File: src/rtl/tmpc_pkg.sv
`timescale 1ns / 1ps

package tmpc_pkg;

  localparam int SAMPLE_W  = 12;
  localparam int SUM_W     = 16;
  localparam int CNT_W     = 4;
  localparam int CODE_W    = 14;
  localparam int MAG_W     = 13;
  localparam int MEAN_W    = 15;
  localparam int NUM_W     = SUM_W + 3;
  localparam int REM_W     = 4;
  localparam int COEF_W    = 48;
  localparam int ACC_W     = 64;
  localparam int BITCNT_W  = 5;
  localparam int CFG_IDX_W = 2;

  localparam logic [CFG_IDX_W-1:0] CFG_ZERO_OFFSET  = 2'd0;
  localparam logic [CFG_IDX_W-1:0] CFG_CUBIC_COEFF  = 2'd1;
  localparam logic [CFG_IDX_W-1:0] CFG_SQUARE_COEFF = 2'd2;
  localparam logic [CFG_IDX_W-1:0] CFG_LINEAR_COEFF = 2'd3;

  localparam logic [SAMPLE_W-1:0]      ZERO_OFFSET_RST  = 12'd790;
  localparam logic signed [COEF_W-1:0] CUBIC_COEFF_RST  = -48'sd109951;
  localparam logic signed [COEF_W-1:0] SQUARE_COEFF_RST = 48'sd439804651;
  localparam logic signed [COEF_W-1:0] LINEAR_COEFF_RST = -48'sd253657332528;

  localparam logic [MAG_W-1:0] MAG_MAX = 13'h1fff;

  typedef struct packed {
    logic [SAMPLE_W-1:0]      zero_offset;
    logic signed [COEF_W-1:0] cubic;
    logic signed [COEF_W-1:0] square;
    logic signed [COEF_W-1:0] linear;
  } tmpc_coef_t;

  typedef struct packed {
    logic [ACC_W-1:0] a;
    logic [ACC_W-1:0] b;
    logic             sub;
  } tmpc_alu_req_t;

  typedef struct packed {
    logic              valid;
    logic [CODE_W-1:0] code;
    logic              updated;
    logic [MEAN_W-1:0] mean;
  } tmpc_result_t;

endpackage

File: src/rtl/tmpc_if.sv
`timescale 1ns / 1ps

interface tmpc_in_if;
  import tmpc_pkg::*;
  logic                valid;
  logic                ready;
  logic [SAMPLE_W-1:0] adc_sample;
  modport source (output valid, output adc_sample, input ready);
  modport sink (input valid, input adc_sample, output ready);
endinterface

interface tmpc_out_if;
  import tmpc_pkg::*;
  logic              valid;
  logic              ready;
  logic [CODE_W-1:0] pressure_code;
  logic              updated;
  logic [MEAN_W-1:0] mean_level;
  modport source (output valid, output pressure_code, output updated, output mean_level,
                  input ready);
  modport sink (input valid, input pressure_code, input updated, input mean_level,
                output ready);
endinterface

File: src/rtl/tmpc_alu.sv
`timescale 1ns / 1ps

module tmpc_alu
  import tmpc_pkg::*;
(
  input  tmpc_alu_req_t    req,
  output logic [ACC_W-1:0] sum
);

  // Subtraction is done as a + ~b + 1.
  assign sum = req.a + (req.sub ? ~req.b : req.b) + {{(ACC_W-1){1'b0}}, req.sub};

endmodule

File: src/rtl/tmpc_core.sv
`timescale 1ns / 1ps

module tmpc_core
  import tmpc_pkg::*;
#(
  parameter int GROUP_SIZE = 10
) (
  input  logic             clk,
  input  logic             rst_n,
  input  logic             start_i,
  input  logic [SUM_W-1:0] trimmed_i,
  input  tmpc_coef_t       coef_i,
  input  logic             take_i,
  output logic             idle_o,
  output tmpc_result_t     res_o
);

  localparam logic [2:0] ST_IDLE = 3'd0;
  localparam logic [2:0] ST_DIV  = 3'd1;
  localparam logic [2:0] ST_CHK  = 3'd2;
  localparam logic [2:0] ST_MUL  = 3'd3;
  localparam logic [2:0] ST_BIAS = 3'd4;
  localparam logic [2:0] ST_ADDC = 3'd5;
  localparam logic [2:0] ST_CODE = 3'd6;
  localparam logic [2:0] ST_FIN  = 3'd7;

  localparam logic [1:0] PH_A1 = 2'd0;
  localparam logic [1:0] PH_A2 = 2'd1;
  localparam logic [1:0] PH_P  = 2'd2;

  // The divide by GROUP_SIZE-2 is a multiply by its rounded-up reciprocal. With four
  // more fraction bits than the numerator has, the quotient is exact for every numerator.
  localparam int                DIV_SHIFT = NUM_W + 4;
  localparam int                RECIP_W   = DIV_SHIFT + 1;
  localparam logic [RECIP_W-1:0] RECIP    =
    RECIP_W'(((1 << DIV_SHIFT) + GROUP_SIZE - 3) / (GROUP_SIZE - 2));
  localparam logic [ACC_W-1:0]  BIAS_Q3   = ACC_W'(7);
  localparam logic [ACC_W-1:0]  BIAS_Q43  = (ACC_W'(1) << 43) - ACC_W'(1);
  localparam int                P_W       = ACC_W - 43;

  logic [2:0]          state_r, state_nxt;
  logic [NUM_W-1:0]    num_r, num_nxt;
  logic [BITCNT_W-1:0] cnt_r, cnt_nxt;
  logic [MEAN_W-1:0]   mean_r, mean_nxt;
  logic [ACC_W-1:0]    mcand_r, mcand_nxt;
  logic [ACC_W-1:0]    acc_r, acc_nxt;
  logic [1:0]          ph_r, ph_nxt;
  logic [CODE_W-1:0]   held_r, held_nxt;
  logic                upd_r, upd_nxt;

  tmpc_alu_req_t       alu_req;
  logic [ACC_W-1:0]    alu_sum;
  logic [MEAN_W-1:0]   off8;
  logic [MEAN_W-1:0]   quo;
  logic [ACC_W-1:0]    sat_val;
  logic                sat_ovf;
  logic [P_W-1:0]      p_val;
  logic [P_W-1:0]      p_abs;
  logic [MAG_W-1:0]    mag;
  logic                below;

  tmpc_alu u_alu (
    .req (alu_req),
    .sum (alu_sum)
  );

  assign off8   = {coef_i.zero_offset, 3'b000};
  assign quo    = acc_r[DIV_SHIFT +: MEAN_W];
  assign below  = mean_r < off8;

  // Clamp the Horner sum to 48 signed bits, kept sign extended in the 64-bit word.
  assign sat_ovf = !((&alu_sum[ACC_W-1:COEF_W-1]) || !(|alu_sum[ACC_W-1:COEF_W-1]));
  always_comb begin
    if (!sat_ovf) begin
      sat_val = alu_sum;
    end else if (alu_sum[ACC_W-1]) begin
      sat_val = {{(ACC_W-COEF_W+1){1'b1}}, {(COEF_W-1){1'b0}}};
    end else begin
      sat_val = {{(ACC_W-COEF_W+1){1'b0}}, {(COEF_W-1){1'b1}}};
    end
  end

  // The final accumulator already carries the toward-zero bias, so this is the quotient.
  assign p_val = acc_r[ACC_W-1:43];
  assign p_abs = p_val[P_W-1] ? (~p_val + P_W'(1)) : p_val;

  always_comb begin
    if (below) begin
      mag = (|p_abs[P_W-1:MAG_W]) ? MAG_MAX : p_abs[MAG_W-1:0];
    end else if (p_val[P_W-1]) begin
      mag = '0;
    end else begin
      mag = (|p_val[P_W-2:MAG_W]) ? MAG_MAX : p_val[MAG_W-1:0];
    end
  end

  always_comb begin
    alu_req = '0;
    case (state_r)
      ST_DIV: begin
        alu_req.a = acc_r << 1;
        alu_req.b = RECIP[cnt_r] ? ACC_W'(num_r) : '0;
      end
      ST_MUL: begin
        alu_req.a = acc_r << 1;
        alu_req.b = mean_r[cnt_r[3:0]] ? mcand_r : '0;
      end
      ST_BIAS: begin
        alu_req.a = acc_r;
        if (acc_r[ACC_W-1]) begin
          alu_req.b = (ph_r == PH_P) ? BIAS_Q43 : BIAS_Q3;
        end
      end
      ST_ADDC: begin
        alu_req.a = ACC_W'($signed(acc_r) >>> 3);
        alu_req.b = (ph_r == PH_A1) ? ACC_W'(coef_i.square) : ACC_W'(coef_i.linear);
      end
      default: begin
        alu_req = '0;
      end
    endcase
  end

  always_comb begin
    state_nxt = state_r;
    num_nxt   = num_r;
    cnt_nxt   = cnt_r;
    mean_nxt  = mean_r;
    mcand_nxt = mcand_r;
    acc_nxt   = acc_r;
    ph_nxt    = ph_r;
    held_nxt  = held_r;
    upd_nxt   = upd_r;
    case (state_r)
      ST_IDLE: begin
        if (start_i) begin
          num_nxt   = {trimmed_i, 3'b000};
          acc_nxt   = '0;
          cnt_nxt   = BITCNT_W'(RECIP_W - 1);
          state_nxt = ST_DIV;
        end
      end
      ST_DIV: begin
        acc_nxt = alu_sum;
        cnt_nxt = cnt_r - BITCNT_W'(1);
        if (cnt_r == '0) begin
          state_nxt = ST_CHK;
        end
      end
      ST_CHK: begin
        mean_nxt = quo;
        if (quo == '0) begin
          upd_nxt   = 1'b0;
          state_nxt = ST_FIN;
        end else if (quo == off8) begin
          upd_nxt   = 1'b1;
          held_nxt  = '0;
          state_nxt = ST_FIN;
        end else begin
          upd_nxt   = 1'b1;
          mcand_nxt = ACC_W'(coef_i.cubic);
          acc_nxt   = '0;
          cnt_nxt   = BITCNT_W'(MEAN_W - 1);
          ph_nxt    = PH_A1;
          state_nxt = ST_MUL;
        end
      end
      ST_MUL: begin
        acc_nxt = alu_sum;
        cnt_nxt = cnt_r - BITCNT_W'(1);
        if (cnt_r == '0) begin
          state_nxt = ST_BIAS;
        end
      end
      ST_BIAS: begin
        acc_nxt   = alu_sum;
        state_nxt = (ph_r == PH_P) ? ST_CODE : ST_ADDC;
      end
      ST_ADDC: begin
        mcand_nxt = sat_val;
        acc_nxt   = '0;
        cnt_nxt   = BITCNT_W'(MEAN_W - 1);
        ph_nxt    = ph_r + 2'd1;
        state_nxt = ST_MUL;
      end
      ST_CODE: begin
        held_nxt  = {below, mag};
        state_nxt = ST_FIN;
      end
      ST_FIN: begin
        if (take_i) begin
          state_nxt = ST_IDLE;
        end
      end
      default: begin
        state_nxt = ST_IDLE;
      end
    endcase
  end

  always_ff @(posedge clk) begin
    if (!rst_n) begin
      state_r <= ST_IDLE;
      held_r  <= '0;
      upd_r   <= 1'b0;
      ph_r    <= PH_A1;
      cnt_r   <= '0;
    end else begin
      state_r <= state_nxt;
      held_r  <= held_nxt;
      upd_r   <= upd_nxt;
      ph_r    <= ph_nxt;
      cnt_r   <= cnt_nxt;
    end
  end

  always_ff @(posedge clk) begin
    num_r   <= num_nxt;
    mean_r  <= mean_nxt;
    mcand_r <= mcand_nxt;
    acc_r   <= acc_nxt;
  end

  assign idle_o        = (state_r == ST_IDLE);
  assign res_o.valid   = (state_r == ST_FIN);
  assign res_o.code    = held_r;
  assign res_o.updated = upd_r;
  assign res_o.mean    = mean_r;

  a_start_div: assert property (@(posedge clk) disable iff (!rst_n)
    (state_r == ST_IDLE && start_i) |=> (state_r == ST_DIV))
    else $error("division did not start after a group completed");

  a_sign_below: assert property (@(posedge clk) disable iff (!rst_n)
    (state_r == ST_FIN && upd_r && held_r[CODE_W-1]) |-> (mean_r < off8))
    else $error("negative code issued for a mean at or above the offset");

  a_no_upd_zero: assert property (@(posedge clk) disable iff (!rst_n)
    (state_r == ST_FIN && !upd_r) |-> (mean_r == '0))
    else $error("code left unrefreshed for a nonzero mean");

  a_phase_range: assert property (@(posedge clk) disable iff (!rst_n)
    (state_r == ST_MUL || state_r == ST_BIAS) |-> (ph_r == PH_A1 || ph_r == PH_A2 ||
                                                  ph_r == PH_P))
    else $error("Horner phase out of range");

endmodule

File: src/rtl/trimmed_mean_pressure_calibration_top.sv
`timescale 1ns / 1ps
// A sample that does not close a group only updates the running sum, maximum and minimum;
// ready stays high. The sample that closes a group starts the shared 64-bit adder
// sequence: a 24-step reciprocal multiply for the mean, a mean check, then three 15-step
// shift-add multiplies with their bias and coefficient steps, skipped when the mean is
// zero or equals the offset; out valid rises after the sequence. Input ready is low until
// the result leaves the core.
// Synchronous active-low reset clears counters and held code; coefficients get defaults.

module trimmed_mean_pressure_calibration_top
  import tmpc_pkg::*;
#(
  parameter int GROUP_SIZE = 10
) (
  input  logic                 clk,
  input  logic                 rst_n,
  tmpc_in_if.sink              in_if,
  tmpc_out_if.source           out_if,
  input  logic                 cfg_we,
  input  logic [CFG_IDX_W-1:0] cfg_idx,
  input  logic [COEF_W-1:0]    cfg_wdata
);

  localparam logic [CNT_W-1:0] LAST_IDX = CNT_W'(GROUP_SIZE - 1);

  tmpc_coef_t          coef_r;
  logic [CNT_W-1:0]    cnt_r;
  logic [SUM_W-1:0]    sum_r, sum_nxt;
  logic [SAMPLE_W-1:0] max_r, max_nxt;
  logic [SAMPLE_W-1:0] min_r, min_nxt;
  logic [SUM_W-1:0]    trimmed;
  logic                accept, last, start, take, core_idle;
  tmpc_result_t        res;

  logic                out_valid_r;
  logic [CODE_W-1:0]   code_r;
  logic                upd_r;
  logic [MEAN_W-1:0]   mean_r;

  assign accept = in_if.valid && in_if.ready;
  assign last   = (cnt_r == LAST_IDX);
  assign start  = accept && last;

  always_comb begin
    if (cnt_r == '0) begin
      sum_nxt = SUM_W'(in_if.adc_sample);
      max_nxt = in_if.adc_sample;
      min_nxt = in_if.adc_sample;
    end else begin
      sum_nxt = sum_r + SUM_W'(in_if.adc_sample);
      max_nxt = (in_if.adc_sample > max_r) ? in_if.adc_sample : max_r;
      min_nxt = (in_if.adc_sample < min_r) ? in_if.adc_sample : min_r;
    end
  end

  assign trimmed = sum_nxt - SUM_W'(max_nxt) - SUM_W'(min_nxt);

  always_ff @(posedge clk) begin
    if (!rst_n) begin
      coef_r.zero_offset <= ZERO_OFFSET_RST;
      coef_r.cubic       <= CUBIC_COEFF_RST;
      coef_r.square      <= SQUARE_COEFF_RST;
      coef_r.linear      <= LINEAR_COEFF_RST;
    end else if (cfg_we) begin
      case (cfg_idx)
        CFG_ZERO_OFFSET:  coef_r.zero_offset <= cfg_wdata[SAMPLE_W-1:0];
        CFG_CUBIC_COEFF:  coef_r.cubic       <= cfg_wdata;
        CFG_SQUARE_COEFF: coef_r.square      <= cfg_wdata;
        CFG_LINEAR_COEFF: coef_r.linear      <= cfg_wdata;
        default: begin
        end
      endcase
    end
  end

  always_ff @(posedge clk) begin
    if (!rst_n) begin
      cnt_r <= '0;
      sum_r <= '0;
      max_r <= '0;
      min_r <= '0;
    end else if (accept) begin
      cnt_r <= last ? '0 : cnt_r + CNT_W'(1);
      sum_r <= sum_nxt;
      max_r <= max_nxt;
      min_r <= min_nxt;
    end
  end

  tmpc_core #(
    .GROUP_SIZE (GROUP_SIZE)
  ) u_core (
    .clk       (clk),
    .rst_n     (rst_n),
    .start_i   (start),
    .trimmed_i (trimmed),
    .coef_i    (coef_r),
    .take_i    (take),
    .idle_o    (core_idle),
    .res_o     (res)
  );

  assign in_if.ready = core_idle;

  // The result waits in the core until the output register is free for a transfer.
  assign take = res.valid && (!out_valid_r || out_if.ready);

  always_ff @(posedge clk) begin
    if (!rst_n) begin
      out_valid_r <= 1'b0;
    end else if (take) begin
      out_valid_r <= 1'b1;
    end else if (out_if.ready) begin
      out_valid_r <= 1'b0;
    end
  end

  always_ff @(posedge clk) begin
    if (take) begin
      code_r <= res.code;
      upd_r  <= res.updated;
      mean_r <= res.mean;
    end
  end

  assign out_if.valid         = out_valid_r;
  assign out_if.pressure_code = code_r;
  assign out_if.updated       = upd_r;
  assign out_if.mean_level    = mean_r;

endmodule
File: src/flat_wrapper.sv
// flat-port wrapper written by rule: the top's interface ports become plain ports
module trimmed_mean_pressure_calibration_top_flat import tmpc_pkg::*;
#(
  parameter int GROUP_SIZE = 10
)
  (clk, rst_n, cfg_we, cfg_idx, cfg_wdata, in_if_valid, in_if_adc_sample, in_if_ready, out_if_valid, out_if_pressure_code, out_if_updated, out_if_mean_level, out_if_ready);
  tmpc_in_if in_if_i ();
  tmpc_out_if out_if_i ();
  input  logic clk;
  input  logic rst_n;
  input  logic cfg_we;
  input  logic [CFG_IDX_W-1:0] cfg_idx;
  input  logic [COEF_W-1:0] cfg_wdata;
  input wire logic [$bits(in_if_i.valid)-1:0] in_if_valid;
  input wire logic [$bits(in_if_i.adc_sample)-1:0] in_if_adc_sample;
  output wire logic [$bits(in_if_i.ready)-1:0] in_if_ready;
  output wire logic [$bits(out_if_i.valid)-1:0] out_if_valid;
  output wire logic [$bits(out_if_i.pressure_code)-1:0] out_if_pressure_code;
  output wire logic [$bits(out_if_i.updated)-1:0] out_if_updated;
  output wire logic [$bits(out_if_i.mean_level)-1:0] out_if_mean_level;
  input wire logic [$bits(out_if_i.ready)-1:0] out_if_ready;
  assign in_if_i.valid = in_if_valid;
  assign in_if_i.adc_sample = in_if_adc_sample;
  assign in_if_ready = in_if_i.ready;
  assign out_if_valid = out_if_i.valid;
  assign out_if_pressure_code = out_if_i.pressure_code;
  assign out_if_updated = out_if_i.updated;
  assign out_if_mean_level = out_if_i.mean_level;
  assign out_if_i.ready = out_if_ready;
  trimmed_mean_pressure_calibration_top #(.GROUP_SIZE(GROUP_SIZE)) u_core (.clk(clk), .rst_n(rst_n), .in_if(in_if_i), .out_if(out_if_i), .cfg_we(cfg_we), .cfg_idx(cfg_idx), .cfg_wdata(cfg_wdata));
endmodule
File: config.mk
export PLATFORM = sky130hd
export DESIGN_NAME = trimmed_mean_pressure_calibration_top_flat
export DESIGN_NICKNAME = d
export VERILOG_FILES = /design/src/rtl/tmpc_pkg.sv /design/src/rtl/tmpc_if.sv /design/src/rtl/tmpc_alu.sv /design/src/rtl/tmpc_core.sv /design/src/rtl/trimmed_mean_pressure_calibration_top.sv /design/src/flat_wrapper.sv
export SDC_FILE = /design/constraint.sdc
export NUM_CORES = 1
export LEC_CHECK = 0
export ABC_AREA = 0
export BUFFER_PORTS_ARGS = -buffer_cell sky130_fd_sc_hd__buf_2
export CORE_ASPECT_RATIO = 0.6
export CORE_MARGIN = 2
export CORE_UTILIZATION = 25
export DETAILED_ROUTE_END_ITERATION = 10
export PLACE_DENSITY = 0.51
export SLEW_MARGIN = 25
export SYNTH_ARGS = -nofsm -noshare
export SYNTH_HDL_FRONTEND = slang
export SYNTH_SLANG_ARGS = --single-unit
File: constraint.sdc
create_clock -name clk -period 5.5 [get_ports clk]
set_clock_uncertainty 0.1 [all_clocks]
set_input_delay 0.55 -clock clk [delete_from_list [all_inputs] [get_ports clk]]
set_output_delay 0.55 -clock clk [all_outputs]
set_load 0.005 [all_outputs]
## Word-level counts from Yosys, hierarchy flattened

Memory sizes are Yosys's and may differ from the RTL's. A register that Yosys moved wholly into a read port is not among the register bits.
Index checks and enable logic that the tools add are counted.
Widths: inputs -> output; s select.

- Multiplexer cells: 52
- Add/subtract/negate cells: 8
- Equality and inequality tests: 20
- Bitwise gates (word level): 1
- Order comparisons: 5
- Reductions and logical operators: 34

Operators with widths:

| operator | number |
|---|---|
| $mux 64 | 9 |
| $pmux 128 s4 | 1 |
| $pmux 64 s4 | 1 |
| $pmux 64 s2 | 1 |
| $mux 43 | 2 |
| $add 64x64->64 | 1 |
| $mux 13 | 4 |
| $mux 12 | 4 |
| $sub 16x12->16 | 2 |
| $mux 14 | 2 |
| $pmux 14 s2 | 1 |
| $mux 5 | 5 |
| $pmux 3 s8 | 1 |
| $add 21x1->21 const B | 1 |
| $mux 21 | 1 |
| $not 21->21 | 1 |
| $pmux 5 s4 | 1 |
| $mux 19 | 1 |
| $mux 3 | 6 |
| $reduce_and 17->1 | 1 |
| $reduce_or 17->1 | 1 |
| $add 16x12->16 | 1 |
| $mux 16 | 1 |
| $eq 15x15->1 | 1 |
| 38 further kinds | 70 |

- Output and inout port bits: 32
- Logic and storage cells: 142
- ROM bits: 32
- Input port bits: 67
- Memories kept: 1
- Register bits: 415

Memories:

| memory | depth | bits a word | rd ports | clocked after memory_dff | write ports | line | source |
|---|---|---|---|---|---|---|---|
| (name not given) | 32 | 1 | 1 | 1 | 0 | tmpc_core.sv:102 | `alu_req.b = RECIP[cnt_r] ? ACC_W'(num_r) : '0;` |

## Longest topological paths before layout

Gate-level depths: netlist of run 1.

- Depth in word-level cells: 10
- Mapped depth: 25
- Depth with buffers taken out: 25

## Hierarchy

Synthesis of run 1 repeated with hierarchy kept, for this count alone.

- Cell total of the unflattened synthesis: 3074
- Area total of the unflattened synthesis: 26596.8 um^2

By module, submodules not included:

| module | seq. area each (um^2) | cells an instance | instances | area an instance (um^2) |
|---|---|---|---|---|
| tmpc_core | 5295.1 | 1142 | 1 | 11172.0 |
| trimmed_mean_pressure_calibration_top | 4924.7 | 1310 | 1 | 11039.3 |
| tmpc_alu | 0.0 | 622 | 1 | 4385.5 |

## Least setup slack after synthesis of run 1

Ideal clock, no wire load.

- Path type: register to register
- Start point: register u_core.u_core.cnt_r[0]
- End point: register u_core.u_core.mcand_r[10] (data pin)
- Slack: -480 ps
- Period minus slack after synthesis: 5980 ps
- Data required time: 5142 ps
- Arrival: 5622 ps
- Buffers on the path: 5
- Stages on the path, launching flop included: 22
- Setup time: 258 ps
- Path through: dfxtp_1 -> clkbuf_1 -> mux4_2 -> mux4_2 -> and3_1 -> buf_2 -> buf_1 -> a221o_1 -> ha_1 -> clkbuf_1 -> a21oi_1 -> o21a_1 -> o2bb2ai_1 -> or4b_1 -> a21oi_1 -> o221ai_1 -> xnor2_1 -> o211ai_1 -> nor4b_2 -> a31oi_2 -> clkbuf_1 -> o221a_2

- Cells in the longest elaborated chain, start to end: 10
- Elaborated cells between the ends (all ways): 12
- Classes of those cells: add/sub (1); mux (7); reduce/logical (4)

RTL lines:

| what | line | source |
|---|---|---|
| start, declared | tmpc_core.sv:43 | `logic [BITCNT_W-1:0] cnt_r, cnt_nxt;` |
| start signal, assigned | tmpc_core.sv:213 | `cnt_r <= cnt_nxt;` |
| $bmux 1 s4 * | tmpc_core.sv:106 | `alu_req.b = mean_r[cnt_r[3:0]] ? mcand_r : '0;` |
| $mux 1 (not written as such) * | tmpc_core.sv:106 |  |
| $mux 64 * | tmpc_core.sv:106 |  |
| $pmux 128 s4 * | tmpc_core.sv:99 | `case (state_r)` |
| $add 64x64->64 * | tmpc_alu.sv:11 | `assign sum = req.a + (req.sub ? ~req.b : req.b) + {{(ACC_W-1){1'b0}}, req.sub};` |
| $reduce_or 17->1 | tmpc_core.sv:72 | `assign sat_ovf = !((&alu_sum[ACC_W-1:COEF_W-1]) \|\| !(\|alu_sum[ACC_W-1:COEF_W-1]));` |
| $logic_not 1->1 | tmpc_core.sv:72 |  |
| $logic_or 1x1->1 | tmpc_core.sv:72 |  |
| $mux 64 * | tmpc_core.sv:74 | `if (!sat_ovf) begin` |
| $pmux 64 s2 * | tmpc_core.sv:134 | `case (state_r)` |
| net u_core.u_core.mcand_nxt[10] | tmpc_core.sv:45 | `logic [ACC_W-1:0] mcand_r, mcand_nxt;` |
| end signal, assigned | tmpc_core.sv:220 | `mcand_r <= mcand_nxt;` |
| end, declared | tmpc_core.sv:45 |  |

The timed path passes the listed nets; every way through them passes the cells marked *. The select of a mux whose other input is x is not followed.
A chain may end at the register's enable or synchronous reset.

## Worst setup path after layout of run 1

- Start point: register u_core.u_core.cnt_r[0]
- End point: register u_core.u_core.mcand_r[0] (data pin)

Same word-level chain as after synthesis.

==> out/qor.yml, run 1 <==
yosys:
  ys_async_sr_fraction: 0
  seq_area_frac_synth: 0.4029
  avgSynthCellArea_um2: 8.888
  synth-edff-count: 189
  synthAdderAreaFrac: 0.07369
  ys.flop_type: "dfxtp_1"
  synthMuxAreaShare: 0.06619
  synth_top_family_by_area: "compound AO/OA/AOI/OAI gates"
  synth_seq_cells: 416
  yosys.area_share.simple: 0.1796
  synth_cell_types: 79
  ys_warn_count: 0
  synth_compound_area_frac: 0.2012
  syn_nets: 3062
  synthXorXnorAreaFrac: 0.03694
  synthCells: 2854
  syn_area_um2: 25370
clocking:
  cts_htree_levels: 2
  cts-root-buf: "clkbuf_16"
  cts_buffers: 43
  cts_tree: "built"
  clk_latency_ns: 0.63
  clock_sinks: 416
  cts_buffer_depth: 3
  clkTransAtPathRegs_ns: 0.06
timing:
  period_minus_slack_ns: 6.045
  max_freq_mhz: 165.4
  fin_ws_ns: -0.5451
  rsz0062_at_grt: "true"
  slew_violations: 0
  hold_viol: 0
  period_share: 1.099
  tightest_slew_ns: 1.159
  setup_viol: 65
  relSlewSlack: 0.2272
critical_path:
  cp_max_fo: 36
  crit_required_ns: 5.74
  cp.buffers_inverters: 7
  cp-start-kind: "flop"
  rr_startpoint: "u_core.u_core.cnt_r[0]"
  end_kind: "flop"
  cp_common_cell: "buf_4"
  cpLargestDelayFamily: "compound AO/OA/AOI/OAI gates"
  crit_slowest_cell: "mux4_2"
  r2r_end: "u_core.u_core.mcand_r[0]"
  crit_chain: "mux4_2, mux4_2, and3_4, buf_12, a221o_1, ha_4, buf_4, nand2_1, o21ai_0, a21oi_1, o41ai_2, buf_4, buf_4, a211oi_4, o31a_1, o211ai_1, buf_4, nor4b_4, a31oi_4, buf_12, clkbuf_16, o221a_2"
  r2r_slack_ns: -0.55
  worstSetupPathType: "flop to flop"
  worst_ep_arrival_time_ns: 6.28
  cpPeakStageDelay_ns: 0.53
  r2r_cells: 22
pwr:
  clkPwrFrac: 0.406
  power_density_nw_per_um2: 230.1
  fin_total_pwr_mw: 7.618
  switchingPower_mw: 2.062
  ir_drop_mv: 0.2412
  seq_power_share: 0.444
  intPower_mw: 5.557
  pwr-share-comb: 0.149
  power_leakage_nw: 12.85
  switching_share: 0.2706
placement:
  place_worst_setup_slack_ns: -0.7576
  finalWeightedCongestion: 0.9348
  hpwl_mm: 72.81
  portBuffers: 98
  dp_cells: 4521
  dpl_cell_area_um2: 30420
cells_and_area:
  final_core_util: 0.3292
  final_layout_size_suffix_gt1_frac: 0.2660
  design_area_um2: 33100
  stdcell_count: 4640
  num-nets-final: 3478
  register_area_um2: 10230
  syn2layout_area_growth_pct: 30.50
  n_fill_cell: 10460
  multiInputGateArea_um2: 15110
worst_hold_path:
  hp-start: "cfg_wdata[44]"
  hold_path.class: "input port to flop"
  holdPathStages: 3
  hold_end: "u_core.coef_r[44]"
detailed_routing:
  drt-pass1-iter-count: 5
  vias: 23410
  avgViaCountPerCell: 5.044
  drc: 0
  routedWlPerCell_um: 20.76
  ant_nets: 0
  routed_wl_mm: 96.34
  drt-initial-drc-count: 2384
floorplanning:
  start_util: 0.2523
  die-area_um2: 104100
  coreArea_um2: 100600
  core.rowCount: 90
  die_x_um: 415.2
  die_h_um: 250.7
  io-pin-count: 99
global_route:
  grt_pass1_wl_mm: 141.7
  grt_pass1_vias: 21340
  antenna_found_initial: 1
  grtUsageTotal: 0.1782
  grt-ovfl-total: 0
  grt_start_max_net_pins: 69
outcome:
  violations: "setup timing"
  status: "finished with violations"
run:
  drv_cap: 0
registers in the layout, indices dropped and copies added, names as in the netlist, named ones only:
name                         flops
u_core.u_core.mean_r            15
u_core.out_if.valid              1
u_core.u_core.cnt_r              5
u_core.out_if.updated            1
u_core.max_r                    12
u_core.out_if.pressure_code     14
u_core.out_if.mean_level        15
u_core.u_core.mcand_r           64
u_core.cnt_r                     4
u_core.min_r                    12
u_core.u_core.acc_r             64
u_core.u_core.num_r             16
u_core.coef_r                  156
u_core.u_core.ph_r               2
u_core.u_core.state_r            3
u_core.u_core.upd_r              1
u_core.u_core.held_r            14
u_core.sum_r                    16
layout by cell type, fill, tap and decap left out, types with 22 or more instances in the layout:
cell type | synthesis | final
nand2_1 | 509 | 504
buf_4 | 1 | 424
dfxtp_1 | 227 | 224
a21oi_1 | 233 | 206
edfxtp_1 | 189 | 189
nor2_1 | 157 | 153
mux2i_1 | 125 | 124
nand3_1 | 104 | 101
o21ai_0 | 117 | 98
ha_1 | 127 | 97
buf_2 | 9 | 97
inv_1 | 68 | 67
a21o_1 | 63 | 63
xnor2_1 | 63 | 61
nor2b_1 | 63 | 61
o22ai_1 | 60 | 60
o221a_2 | 48 | 46
clkbuf_16 | 0 | 45
xor2_1 | 44 | 42
a221o_1 | 41 | 41
nand4_1 | 36 | 36
mux2_2 | 30 | 30
nor3_1 | 36 | 28
a211oi_1 | 35 | 27
buf_6 | 0 | 24
a21oi_2 | 0 | 22
cell type report:
| class | instances | area share |
|---|---|---|
| tap | 1334 | 0.05042 |
| clock buffer | 57 | 0.03621 |
| clock inverter | 23 | 0.007408 |
| timing repair buffer | 566 | 0.1327 |
| multi-input combinational | 2175 | 0.4565 |
| sequential | 416 | 0.3090 |
| inverter | 68 | 0.007786 |
| antenna | 1 | 0.00007559 |
metrics by stage:
stage | TNS, ns | hold slack (ns)
finish | -23.84 | 0.06558
global route | -30.74 | 0.06494
CTS | -17.98 | 0.03493
detailed placement | -41.62 | 0.3185
global placement | -39.85 | 0.3176
floorplan | -0.3963 | 0.3000
repair_timing:
| action | 4_1_cts | 5_1_grt |
|---|---|---|
| hold buffers | 0 | 0 |
| resized for setup | 78 | 104 |
| pin swaps | 14 | 29 |
| gates cloned | 3 | 4 |
| setup endpoints to repair | 75 | 78 |
| buffers inserted | 20 | 11 |
logic make-up after synthesis:
logic type	Yosys count
AOI/OAI and AO/OA	758
adders and majority gates	141
buffers and inverters	263
and+or+nand+nor	1010
xor gates and xnor gates	107
muxes	159
DFF	416
layer usage:
metal | part of all wire | wire, um | global-route usage
met4 | 0.0091 | 878 | 0.02482
met5 | 0.0017 | 167 | 0
met2 | 0.33 | 31510 | 0.1982
met1 | 0.55 | 52980 | 0.3042
met3 | 0.11 | 10800 | 0.06441
synthesized netlist by cell type, types with 9 or more instances:
cell,number,area (um2)
a211oi_1,35,262.8
a21boi_0,10,75.07
a21o_1,63,473.0
a21oi_1,233,1166
a221o_1,41,410.4
a31oi_1,13,81.33
buf_1,27,101.4
buf_2,9,45.04
clkbuf_1,158,593.1
dfxtp_1,227,4544
edfxtp_1,189,5675
fa_1,14,280.3
ha_1,127,1589
inv_1,68,255.2
mux2_2,30,337.8
mux2i_1,125,1251
nand2_1,509,1911
nand2b_1,17,106.4
nand3_1,104,520.5
nand4_1,36,225.2
nor2_1,157,589.3
nor2b_1,63,394.1
nor3_1,36,180.2
nor4_1,17,106.4
o211ai_1,21,157.7
o21a_1,19,142.6
o21ai_0,117,585.6
o21bai_1,18,135.1
o221a_2,48,540.5
o22ai_1,60,375.4
o2bb2ai_1,14,122.6
or3_1,15,93.84
xnor2_1,63,551.8
xor2_1,44,385.4
power groups by stage:
stage	combinational [mW]	clock, mW	sequential, mW
2_1_floorplan	0.718	0	3.43
3_3_place_gp	1.09	0	3.45
3_5_place_dp	1.10	0	3.45
4_1_cts	1.12	3.17	3.38
5_1_grt	1.28	3.29	3.39
6_report	1.14	3.10	3.38
worst min-delay path, stage by stage:
cell and delay, ns:
buf_2 0.10, nand2_1 0.04, nand3_1 0.07
how the worst max path moves through the flow:
stage	start	to	slack, ns	depth (start not counted)
after floorplan	u_core.u_core.cnt_r[0]	u_core.u_core.mcand_r[10]	-0.01	21
after global placement	u_core.u_core.cnt_r[0]	u_core.u_core.mcand_r[41]	-0.73	19
after detailed placement	u_core.u_core.cnt_r[0]	u_core.u_core.mcand_r[43]	-0.76	19
after CTS	u_core.u_core.cnt_r[0]	u_core.u_core.mcand_r[24]	-0.42	20
after global routing	u_core.u_core.cnt_r[0]	u_core.u_core.mcand_r[3]	-0.64	21
final	u_core.u_core.cnt_r[0]	u_core.u_core.mcand_r[0]	-0.55	22
Note: power is estimated with default switching activity, not from simulation.
==> run 2: changes to the inputs <==
--- a/config.mk
+++ b/config.mk
@@ -11,7 +11,9 @@
 export CORE_MARGIN = 2
 export CORE_UTILIZATION = 25
 export DETAILED_ROUTE_END_ITERATION = 10
+export HOLD_SLACK_MARGIN = 0.08
 export PLACE_DENSITY = 0.51
+export SKIP_LAST_GASP = 1
 export SLEW_MARGIN = 25
 export SYNTH_ARGS = -nofsm -noshare
 export SYNTH_HDL_FRONTEND = slang
==> run 2 against run 1 <==
Compared with the run above: the run still ends with setup timing left; clock-buffer cell count unchanged; sequential power about the same; sequential share of layout area barely moved; cell count increased by 0.67%; non-clock buffer count rose by 30; flip-flop and latch count stayed put; register-to-register slack is essentially flat; critical path depth shrank 3; die area unchanged; via count increased by 0.54%; largest cell class unchanged; largest power group unchanged.
==> out/qor.yml, run 2 (synthesized netlist as in run 1, its figures left out) <==
placement:
  place_worst_setup_slack_ns: -0.7576  # unchanged
  finalWeightedCongestion: 0.9348  # unchanged
  hpwl_mm: 72.81  # unchanged
  dpl_cell_area_um2: 30420  # unchanged
  dp_cells: 4521  # unchanged
  portBuffers: 98  # unchanged
pwr:
  power_leakage_nw: 12.87  # +0.19%
  pwr-share-comb: 0.149  # about the same
  seq_power_share: 0.444  # about the same
  power_density_nw_per_um2: 229.9  # -0.11%
  intPower_mw: 5.562  # about the same
  clkPwrFrac: 0.406  # about the same
  switchingPower_mw: 2.058  # -0.18%
  switching_share: 0.2701  # -0.0005494
  ir_drop_mv: 0.2414  # about the same
timing:
  period_share: 1.098  # -0.001411
  hold_viol: 0  # unchanged
  slew_violations: 0  # unchanged
  relSlewSlack: 0.2453  # +0.01806
  max_freq_mhz: 165.6  # +0.13%
  rsz0062_at_grt: "true"
  fin_ws_ns: -0.5373  # +0.007759 ns
  tightest_slew_ns: 1.131  # -0.02830 ns
  setup_viol: 67  # +3.1%
  period_minus_slack_ns: 6.037  # -0.007759 ns
cells_and_area:
  final_cell_mix: "nand2_1, buf_4, dfxtp_1, a21oi_1, edfxtp_1"
  num-nets-final: 3508  # +0.86%
  final_layout_size_suffix_gt1_frac: 0.2558  # -0.01019
  final_common_cell: "nand2_1"
  syn2layout_area_growth_pct: 30.68
  register_area_um2: 10230  # unchanged
  multiInputGateArea_um2: 14950  # -1.1%
  largest_register_ffs: 156  # unchanged
  largest_register: "u_core.coef_r"
  design_area_um2: 33150  # +0.14%
  top_regs: "u_core.coef_r (156), u_core.u_core.acc_r (64), u_core.u_core.mcand_r (64)"
  n_fill_cell: 10460  # +0.038%
  stdcell_count: 4671  # +0.67%
worst_hold_path:
  hold_path.class: "input port to flop"
  hp-start: "cfg_wdata[47]"
critical_path:
  worstSetupPathType: "flop to flop"
  crit_required_ns: 5.73  # about the same
  crit_start: "u_core.u_core.cnt_r[0]"
  cp_max_fo: 36  # unchanged
  rr_startpoint: "u_core.u_core.cnt_r[0]"
  end_kind: "flop"
  cp-start-kind: "flop"
  worst_ep_arrival_time_ns: 6.27  # about the same
  r2r_slack_ns: -0.54  # about the same
global_route:
  grt-ovfl-total: 0  # unchanged
  grt_pass1_vias: 21430  # +0.43%
  grt_start_max_net_pins: 69  # unchanged
  grtUsageTotal: 0.1783  # about the same
  antenna_found_initial: 1  # unchanged
  grt_pass1_wl_mm: 141.9  # about the same
clocking:
  clkTransAtPathRegs_ns: 0.06  # about the same
  cts_buffer_depth: 3  # unchanged
  cts_tree: "built"
  cts_buffers: 43  # unchanged
  cts-root-buf: "clkbuf_16"
  clk_latency_ns: 0.63  # about the same
  cts_htree_levels: 2  # unchanged
  clock_sinks: 416  # unchanged
floorplanning:
  start_util: 0.2523  # unchanged
  die-area_um2: 104100  # unchanged
  coreArea_um2: 100600  # unchanged
  die_x_um: 415.2  # unchanged
  die_h_um: 250.7  # unchanged
  io-pin-count: 99  # unchanged
  core.rowCount: 90  # unchanged
detailed_routing:
  ant_nets: 0  # unchanged
  drc: 0  # unchanged
  drt-initial-drc-count: 2399  # +0.63%
  routedWlPerCell_um: 20.64  # -0.58%
  routed_wl_mm: 96.42  # about the same
  vias: 23530  # +0.54%
  avgViaCountPerCell: 5.038  # -0.13%
  drt-pass1-iter-count: 5  # unchanged
outcome:
  violations: "setup timing"
  status: "finished with violations"
run:
  drv_cap: 0  # unchanged
-- run 2: what timing repair did --
item                                    4_1_cts  5_1_grt
pin swaps                                    14       33
hold buffers                                 30        0
hold endpoints to repair                     83        0
endpoints found under the setup margin       75       78
buffers inserted                             20       11
resized for setup                            59       64
gates cloned                                  3        4
-- run 2: layer usage --
| metal | up-vias | part of all wire | track usage |
|---|---|---|---|
| met4 | 0 | 0.0093 | 0.02482 |
| met1 | 11300 | 0.55 | 0.3042 |
| met3 | 71 | 0.11 | 0.06398 |
| met5 | - | 0 | 0 |
| met2 | 861 | 0.33 | 0.1990 |
| li1 | 11300 | - | - |
-- run 2: path summary, 6_finish.rpt --
path | to | depth (start not counted)
setup / recovery | u_core.u_core.mcand_r[0] | 19
hold / removal | u_core.coef_r[95] | 3
setup reg to reg | u_core.u_core.mcand_r[0] | 19
hold reg to reg | u_core.out_if.pressure_code[13] | 0
-- run 2: through the flow --
| step | setup TNS (ns) | hold WS, ns | power (mW) | utilization |
|---|---|---|---|---|
| finish | -24.67 | 0.1110 | 7.620 | 0.3297 |
| floorplan | -0.3963 | 0.3000 | 4.147 | - |
| CTS | -19.03 | 0.08003 | 7.689 | 0.3246 |
| global placement | -39.85 | 0.3176 | 4.535 | 0.3024 |
| detailed placement | -41.62 | 0.3185 | 4.553 | 0.3025 |
| global route | -34.60 | 0.1044 | 7.960 | 0.3296 |
-- run 2: worst max-delay path, stage by stage, from the launching register on --
cell and delay (ns):
dfxtp_4 0.39, mux4_2 0.51, mux4_2 0.53, and3_4 0.23, buf_12 0.17, a221o_1 0.45, ha_4 0.29, nand2_1 0.13
o21ai_0 0.17, a22o_1 0.28, or4b_4 0.56, a21oi_4 0.26, o221ai_2 0.14, xnor2_1 0.22, o211ai_1 0.18, nor4b_4 0.32
a31oi_4 0.14, buf_12 0.18, clkbuf_16 0.17, o221a_2 0.25
-- run 2: final cells by class --
cell class,instances,area share
clock buffers,57,0.03616
multi-input cells,2175,0.4509
well taps,1334,0.05035
clock inverters,23,0.007398
inverters,68,0.007775
repair buffers,596,0.1387
flip-flops and latches,416,0.3086
diodes,2,0.0001510
-- run 2: power by group through the flow --
stage / Combinational, mW / Clock [mW] / Sequential, mW
global placement: 1.09 / 0 / 3.45
finish: 1.14 / 3.10 / 3.38
CTS: 1.13 / 3.17 / 3.38
global route: 1.28 / 3.29 / 3.39
floorplan: 0.718 / 0 / 3.43
detailed placement: 1.10 / 0 / 3.45
